$ cat config.mk
export PLATFORM = sky130hd
export DESIGN_NAME = sactc_ctrl
export DESIGN_NICKNAME = d
export VERILOG_FILES = /design/src/rtl/core/sactc_pkg.sv /design/src/rtl/core/sactc_ctrl.sv
export SDC_FILE = /design/constraint.sdc
export NUM_CORES = 1
export LEC_CHECK = 0
export ABC_AREA = 1
export CAP_MARGIN = 20
export CORE_AREA = 2 2 39 41
export CTS_CLUSTER_SIZE = 10
export DETAILED_ROUTE_END_ITERATION = 16
export DIE_AREA = 0 0 41 43
export DONT_BUFFER_PORTS = 1
export HOLD_SLACK_MARGIN = 0.15
export SYNTH_ARGS = -nofsm -noshare
export SYNTH_HDL_FRONTEND = slang
export SYNTH_SLANG_ARGS = --single-unit
$ cat constraint.sdc
create_clock -name i_clk -period 1.15 [get_ports i_clk]
set_clock_uncertainty 0.2 [all_clocks]
set_input_delay 0.1725 -clock i_clk [delete_from_list [all_inputs] [get_ports i_clk]]
set_output_delay 0.1725 -clock i_clk [all_outputs]
set_load 0.03 [all_outputs]
$ cat src/rtl/core/sactc_pkg.sv
`timescale 1ns / 1ps
// ----------------------------------------------------------------------------
// sactc_pkg: shared types and constants of the cache tag controller
// Address width, default geometry, configuration register indexes and the
// command and status bundles between the controller and the datapath.
// ----------------------------------------------------------------------------
package sactc_pkg;

    localparam int ADDR_W     = 32;
    localparam int DEF_SETS   = 256;
    localparam int DEF_WAYS   = 8;
    localparam int CFG_IDX_W  = 2;
    localparam int CFG_DATA_W = 8;
    localparam int WAY_OUT_W  = 3;

    // Configuration register indexes.
    localparam logic [CFG_IDX_W-1:0] REG_TAG_WIDTH   = 2'd0;
    localparam logic [CFG_IDX_W-1:0] REG_INDEX_WIDTH = 2'd1;
    localparam logic [CFG_IDX_W-1:0] REG_WAYS_IN_USE = 2'd2;

    localparam logic [5:0] RST_TAG_WIDTH   = 6'd24;
    localparam logic [3:0] RST_INDEX_WIDTH = 4'd8;
    localparam logic [3:0] RST_WAYS_IN_USE = 4'd8;

    typedef enum logic [2:0] {
        S_CLEAR  = 3'b001,
        S_IDLE   = 3'b010,
        S_LOOKUP = 3'b100
    } t_state;

    typedef struct packed {
        logic clear;
        logic capture;
        logic commit;
    } t_cmd;

    typedef struct packed {
        logic clear_last;
        logic out_free;
    } t_status;

endpackage

$ cat src/rtl/core/sactc_ctrl.sv
`timescale 1ns / 1ps
// ----------------------------------------------------------------------------
// sactc_ctrl: sequencer of the tag controller
// Runs the clearing sweep after reset, then takes one request at a time
// through capture and lookup, holding the lookup while the result waits.
// ----------------------------------------------------------------------------
module sactc_ctrl (
    input  logic              i_clk,
    input  logic              i_rst_n,
    input  logic              i_req_valid,
    input  sactc_pkg::t_status i_status,
    output logic              o_req_ready,
    output sactc_pkg::t_cmd   o_cmd
);
    import sactc_pkg::*;

    t_state r_state, n_state;

    always_comb begin
        n_state       = r_state;
        o_cmd         = '0;
        o_req_ready   = 1'b0;
        case (r_state)
            S_CLEAR: begin
                o_cmd.clear = 1'b1;
                if (i_status.clear_last) begin
                    n_state = S_IDLE;
                end
            end
            S_IDLE: begin
                o_req_ready   = 1'b1;
                o_cmd.capture = i_req_valid;
                if (i_req_valid) begin
                    n_state = S_LOOKUP;
                end
            end
            S_LOOKUP: begin
                if (i_status.out_free) begin
                    o_cmd.commit = 1'b1;
                    n_state      = S_IDLE;
                end
            end
            default: begin
                n_state = S_CLEAR;
            end
        endcase
    end

    always_ff @(posedge i_clk) begin
        if (!i_rst_n) begin
            r_state <= S_CLEAR;
        end else begin
            r_state <= n_state;
        end
    end

    a_capture_to_lookup: assert property (@(posedge i_clk) disable iff (!i_rst_n)
        o_cmd.capture |=> r_state == S_LOOKUP)
        else $error("capture not followed by lookup");
    a_no_overlap: assert property (@(posedge i_clk) disable iff (!i_rst_n)
        !(o_cmd.commit && (o_cmd.capture || o_cmd.clear)))
        else $error("commit overlaps another command");
    a_stall_holds: assert property (@(posedge i_clk) disable iff (!i_rst_n)
        (r_state == S_LOOKUP && !i_status.out_free) |=> r_state == S_LOOKUP)
        else $error("lookup left while output busy");

endmodule

# Yosys cells after proc, flatten, opt, wreduce, memory -nomap -nowiden
# Index checks and enable logic that the tools add are counted.
[op_classes]
n_addsub = 0
n_mul = 0
div_mod_pow = 0
n_lt_le_gt_ge = 0
eq_ne = 6
shift = 0
muxes = 9
bitwise = 0
reduce_logical = 1
[ops]
columns = ["op", "count"]
rows = [
  ["two-way mux 3 bit", 3],
  ["one-hot mux 3 bit (3 select lines)", 1],
  ["!= test 2 bit, second input constant", 3],
  ["two-way mux 1 bit", 5],
  ["== test 3 x 1 -> 1 bit, second input constant", 1],
  ["== test 3 x 2 -> 1 bit, second input constant", 1],
  ["== test 3 bit, second input constant", 1],
  ["AND reduction 3 bit", 1],
]
[word_totals]
register_bits = 3
latch_bits = 0
ramBits = 0
rom_bits = 0
inputBits = 5
output_inout_bits = 4
word_cells = 17
memories = 0

# Logic depth before layout (Yosys ltp)
# Gate-level depths: netlist of run 1.
[depth]
ltp_word = 3
depth_mapped = 5
ltp_nobuf = 5

# Least setup slack after synthesis of run 1
# OpenSTA, ideal clock, no wires.
[synth_timing]
path_kind = "reg2out"
startpoint = "register r_state[0]"
endpoint = "output o_cmd[0] (netlist bit)"
t_arrival_ns = 0.931
t_required_ns = 0.777
slack_ns = -0.153
path_stages_with_launch = 4
n_path_buf = 0
cell_sequence = "dfxtp_1 -> nor2_1 -> nand2_1 -> nor2_1"
[synth_rtl]
columns = ["item", "line", "rtl"]
rows = [
  ["start, declared", "sactc_ctrl.sv:17", "t_state r_state, n_state;"],
  ["start signal, assigned", "sactc_ctrl.sv:53", "r_state <= n_state;"],
  ["end, declared", "sactc_ctrl.sv:13", "output sactc_pkg::t_cmd o_cmd"],
]

==> results of run 1 <==
## power breakdown
part | total (mW) | leakage [nW] | internal (mW) | switching (mW)
Sequential | 0.152 | 0.0258 | 0.124 | 0.0280
Clock | 0.183 | 0.0150 | 0.130 | 0.0529
Combinational | 0.170 | 0.141 | 0.0658 | 0.105
## cells in the mapped netlist
cell type  number  area [µm²]
a21oi_2         1        8.76
dfxtp_1         3        60.1
inv_1           8        30.0
inv_2           1        3.75
nand2_1         3        11.3
nand2_2         1        6.26
nand3_1         6        30.0
nor2_1          7        26.3
## worst min path at each step
stage / slack (ns) / to
floorplan: 0.06 / r_state[0]$_SDFFE_PN1P_
global placement: 0.06 / r_state[0]$_SDFFE_PN1P_
detailed placement: 0.07 / r_state[0]$_SDFFE_PN1P_
CTS: 0.002 / r_state[2]$_SDFFE_PN0P_
global route: 0.03 / r_state[2]$_SDFFE_PN0P_
finish: -0.003 / r_state[2]$_SDFFE_PN0P_
## area by class of cell
cell class / count / area [µm²]
sequential: 3 / 68.8
timing repair buffer: 10 / 93.8
inverter: 9 / 38.8
clock buffer: 4 / 26.3
fill: 155 / 1020
multi-input combinational: 18 / 115
tap: 16 / 20.0
## worst min-delay path: cells and delay by family
family                 cells  cell delay (ns)
AO/OA/AOI/OAI              1             0.06
AND/OR/NAND/NOR            1             0.12
buffers and inverters      1             0.04
## cells in the final DEF, fill, tap and decap left out
cell type	count
dfxtp_4	2
clkbuf_1	1
clkbuf_4	3
dfxtp_2	1
nand2_2	3
nor2_1	3
nor2_4	2
buf_6	3
nor2_2	2
inv_6	1
nand2_4	1
inv_2	2
a21oi_2	1
dlygate4sd3_1	3
buf_4	4
nand3_1	6
inv_1	6
## what timing repair did
item,in CTS,in global routing
gates resized for setup,8,10
endpoints found under the setup margin,4,7
pin swaps,6,4
buffers inserted,4,2
hold endpoints to repair,3,1
## logic make-up after synthesis
family,count (synthesis)
compound gates,1
buf+inv,9
flops,3
simple gates,17
## layer usage
layer | track usage (%) | vias up | share of wire, %
met2 | 10.0 | 10 | 50
met3 | 4.71 | 0 | 9.3
met1 | 8.36 | 94 | 41
met5 | 0 | - | 0
li1 | - | 116 | -
met4 | 4.67 | 0 | 0
==> metrics.md, run 1 <==
| Metric | Value |
|---|---|
| Final period util | 119% |
| DR iter-0 viols | 4 |
| Via count of the routed design | 220 |
| Req. time, crit path | 0.78 ns |
| Post-synthesis net count | 35 |
| Critical path, cell by cell | nor2_4 > nand2_2 > nor2_2 > buf_6 |
| Largest net degree at the start of global routing | 5 |
| Overall power | 0.505 mW |
| Drt wl/cell | 8.27 µm |
| Family with the most delay on the worst path | flip-flops |
| Worst Setup SP | r_state[1]$_SDFFE_PN0P_ |
| Max FO, Critical Path | 4 |
| WHS | -0.00297 ns |
| HP Start | i_status[0] |
| Antenna Cells | 0 |
| Proportion of synthesized chip area in sequential cells | 34.0% |
| Setup CP Type | reg2out |
| Class of the worst hold path | in2reg |
| Syn Inst Count | 30 |
| Setup WS post-layout | -0.221 ns |
| Startpoint types | flop |
| Worst-Margin Slew | 0.171 ns |
| Post-synthesis mux area share | 0% |
| Syn Area/Cell | 5.88 µm² |
| Yosys cell types | 8 |
| DRC | 0 |
| Antenna violations before repair | 0 |
| Failing checks | negative hold slack, negative setup slack |
| Syn-to-layout area delta | 106% |
| Instance count on the critical path | 4 |
| Worst Path Buf+Inv | 1 |
| Via density | 3.67 |
| Hold Vio Cnt, Final | 1 |
| Ports | 9 |
| First-pass GRT wire length | 848 µm |
| Setup crit end | o_cmd[0] |
| WL final | 496 µm |
| Min-Delay Path Depth | 3 |
| Largest regs | r_state x3 |
| RSZ-0062 raised after global routing | true |
| Final Wtd Congestion | 0.753 |
| Pwr per Cell Area | 1390 nW/µm² |
| Yosys warns | 0 |
| Pre-CTS WS | -0.0313 ns |
| Die ar. | 1760 µm² |
| Slew Limit Headroom | 88.6% |
| H-tree depth | 1 |
| CTS Hold Bufs | 3 |
| Crit path DAT | 1.00 ns |
| Synth Area in XOR/XNOR | 0% |
| Sink Count | 3 |
| Vias in the first global route | 223 |
| Die height | 43 µm |
| Flops & latches, synth | 3 |
| Synth Area in Simple Gates | 41.8% |
| Post-layout min period | 1.37 ns |
| Max cap viols | 0 |
| Grt ovf | 0 |
| Setup Viol. Count Final | 7 |
| Clock buffer depth | 2 |
| Max-slew violations | 0 |
| Dpl cells | 48 |
| Initial core utilization | 12.7% |
| Adder-cell share of the synthesized area | 0% |
| Compound-Gate Fraction of Synth Area | 4.96% |
| Share of layout cells above drive strength 1 | 56.8% |
| Final Non-Filler Cells | 60 |
| Top reg by flops | r_state |
| Reg-to-reg endpoint | r_state[2]$_SDFFE_PN0P_ |
| Highest clock rate | 729 MHz |
| R2R cell count | 7 |
| Synth Cell Area | 176 µm² |
| Largest family of logic cells by synthesized area | simple AND/OR/NAND/NOR gates |
| Max incr delay on CP | 0.35 ns |
| CTS Buf Count | 3 |
| Max reg flops | 3 |
| Root buffer selected by CTS | clkbuf_4 |
| Final core utilization | 26.2% |
| Post-layout instance area | 363 µm² |
| Status | complete, but fails checks |
| Worst reg-to-reg setup slack | -0.14 ns |
| Peak VDD IR | 0.896 mV |
| Pleak | 0.182 nW |
| Critical path's slowest cell | dfxtp_4 |
| Worst Setup End Kind | primary output |
| Die W | 41 µm |
| Worst-path clk slew | 0.04 ns |
| TritonCTS clock tree | yes |
| 1st-pass router iterations | 2 |
| Port buffer count | 0 |
| Nets@finish | 50 |
| Placed instance area | 218 µm² |
| Overall Global Routing Usage | 7.43% |
| Core area | 1380 µm² |
| Clk Latency, worst-skew pair | 0.23 ns |
| Post-route ant nets | 0 |
| Reg-to-reg critical path startpoint | r_state[2]$_SDFFE_PN0P_ |
| Row count | 14 |
| Setup TNS | -1.13 ns |
Note: power is estimated with default switching activity, not from simulation.
==> run 2: changes to the inputs <==
- PLACE_DENSITY: default -> 0.3
==> run 2 against run 1 <==
  * Non-clock buffer count is 1 lower
  * Maximum frequency is 0.86% higher
  * Worst hold slack better by 0.37 ns
  * First-iteration DRC count is 25% lower
  * Sequential share of layout area is 0.51 points lower
  * Largest cell class unchanged
  * Highest routed layer unchanged
  * The flow finishes with violations (negative setup slack)
==> metrics.md, run 2 (same netlist as run 1, synthesis figures left out) <==
| Metric | Value |
|---|---|
| Status | complete, but fails checks |
| Failing checks | negative setup slack |
| Pwr per Cell Area | 1440 nW/µm² |
| Largest regs | r_state x3 |
| DR iter-0 viols | 3 |
| Reg-to-reg endpoint | r_state[1]$_SDFFE_PN0P_ |
| TritonCTS clock tree | yes |
| Share of layout cells above drive strength 1 | 55.8% |
| Via density | 3.56 |
| Hold endpoint | o_cmd[0] |
| Worst reg-to-reg setup slack | -0.02 ns |
| Die height | 43 µm |
| Class of the worst hold path | in2out |
| Min-Delay Path Depth | 3 |
| Top reg by flops | r_state |
| Max cap viols | 0 |
| Peak VDD IR | 0.401 mV |
| Reg-to-reg critical path startpoint | r_state[1]$_SDFFE_PN0P_ |
| 1st-pass router iterations | 2 |
| Final period util | 118% |
| Max FO, Critical Path | 4 |
| Area of the multi-input gates | 125 µm² |
| WL final | 476 µm |
| Req. time, crit path | 0.78 ns |
| Worst-path clk slew | 0.04 ns |
| Overall Global Routing Usage | 6.82% |
| Core area | 1380 µm² |
| Grt ovf | 0 |
| Dpl hpwl | 324 µm |
| DRC | 0 |
| CTS Buf Count | 3 |
| Pleak | 0.183 nW |
| Post-layout min period | 1.36 ns |
| Setup TNS | -0.726 ns |
| Crit path DAT | 0.99 ns |
| Hold Vio Cnt, Final | 0 |
| Row count | 14 |
| Initial core utilization | 12.7% |
| Highest clock rate | 736 MHz |
| Max reg flops | 3 |
| Syn-to-layout area delta | 111% |
| Post-route ant nets | 0 |
| Drt wl/cell | 8.07 µm |
| Startpoint types | flop |
| HP Start | i_status[0] |
| Final core utilization | 26.9% |
| Nets@finish | 49 |
| Largest net degree at the start of global routing | 5 |
| Commonest cells after routing, fill and taps aside | inv_1, nand3_1, dlygate4sd3_1 |
| Antenna violations before repair | 0 |
| Final Wtd Congestion | 0.667 |
| Setup WS post-layout | -0.209 ns |
| Max-slew violations | 0 |
| First-pass GRT wire length | 807 µm |
| Worst Setup End Kind | primary output |
| R2R cell count | 6 |
| Slew Limit Headroom | 88.9% |
| Root buffer selected by CTS | clkbuf_4 |
| H-tree depth | 1 |
| Worst-Margin Slew | 0.166 ns |
| Fill cells | 160 |
| Port buffer count | 0 |
| Setup CP Type | reg2out |
| Antenna Cells | 0 |
| Setup Viol. Count Final | 6 |
| Clk Latency, worst-skew pair | 0.23 ns |
| RSZ-0062 raised after global routing | true |
| Die ar. | 1760 µm² |
| Ports | 9 |
| Die W | 41 µm |
| Via count of the routed design | 210 |
| Sink Count | 3 |
| Clock buffer depth | 2 |
| Vias in the first global route | 210 |
| Reg area | 68.8 µm² |
-- run 2: cell count changes in the layout (fill, tap and decap cells not counted) --
cell | before | now
nand3_4 | 0 | 1
nand3_1 | 6 | 5
nand2_1 | 0 | 1
inv_6 | 1 | 2
nand2_2 | 3 | 2
buf_4 | 4 | 2
inv_1 | 6 | 5
dlygate4sd3_1 | 3 | 4
-- run 2: per-stage QoR --
| stage | area (µm²) | hold WS, ns | worst slack [ns] | power [mW] | cells |
|---|---|---|---|---|---|
| after global placement | 218 | 0.0660 | -0.0243 | 0.258 | 48 |
| after CTS | 339 | 0.352 | -0.260 | 0.517 | 59 |
| after floorplan | 183 | 0.0567 | -0.0554 | 0.237 | 30 |
| after global routing | 373 | 0.406 | -0.283 | 0.586 | 59 |
| final | 373 | 0.369 | -0.209 | 0.539 | 59 |
| after detailed placement | 218 | 0.0632 | -0.0201 | 0.256 | 48 |
-- run 2: layer usage --
layer | up-vias | part of all wire, % | routed length, µm | track usage [%]
met2 | 4 | 53 | 254 | 7.81
li1 | 115 | - | - | -
met1 | 91 | 43 | 205 | 9.94
met3 | 0 | 3.2 | 15 | 1.57
met4 | 0 | 0 | 0 | 6.00
met5 | - | 0 | 0 | 0
-- run 2: timing repair --
action,CTS,global route
pin swaps,6,5
gates resized for setup,12,10
hold endpoints to repair,3,0
setup endpoints to repair,4,7
hold buffers,4,0
setup buffers,3,0
-- run 2: how the worst max path moves through the flow --
stage | depth (start not counted) | slack (ns) | start | to
global placement | 4 | -0.02 | r_state[0]$_SDFFE_PN1P_ | o_cmd[0]
floorplan | 5 | -0.06 | r_state[2]$_SDFFE_PN0P_ | o_cmd[1]
global route | 4 | -0.28 | r_state[1]$_SDFFE_PN0P_ | o_cmd[0]
finish | 5 | -0.21 | r_state[2]$_SDFFE_PN0P_ | o_cmd[1]
CTS | 4 | -0.26 | r_state[1]$_SDFFE_PN0P_ | o_cmd[0]
detailed placement | 4 | -0.02 | r_state[0]$_SDFFE_PN1P_ | o_cmd[0]
-- run 2: worst max-delay path, cell delays in order (launching register included) --
cell and delay [ns]:
dfxtp_4 0.36, nor2_4 0.10, nand2_2 0.06, inv_2 0.08
nand2_4 0.07, inv_6 0.08
-- run 2: report_power, final --
group / internal, mW / switching [mW]
Sequential: 0.124 / 0.0313
Combinational: 0.0867 / 0.113
Clock: 0.130 / 0.0534
-- run 2: layout make-up --
cell class / count / area share, %
inverters: 9 / 11.7
multi-input cells: 18 / 33.6
flip-flops and latches: 3 / 18.5
well taps: 16 / 5.37
repair buffers: 9 / 23.8
clock buffers: 4 / 7.05
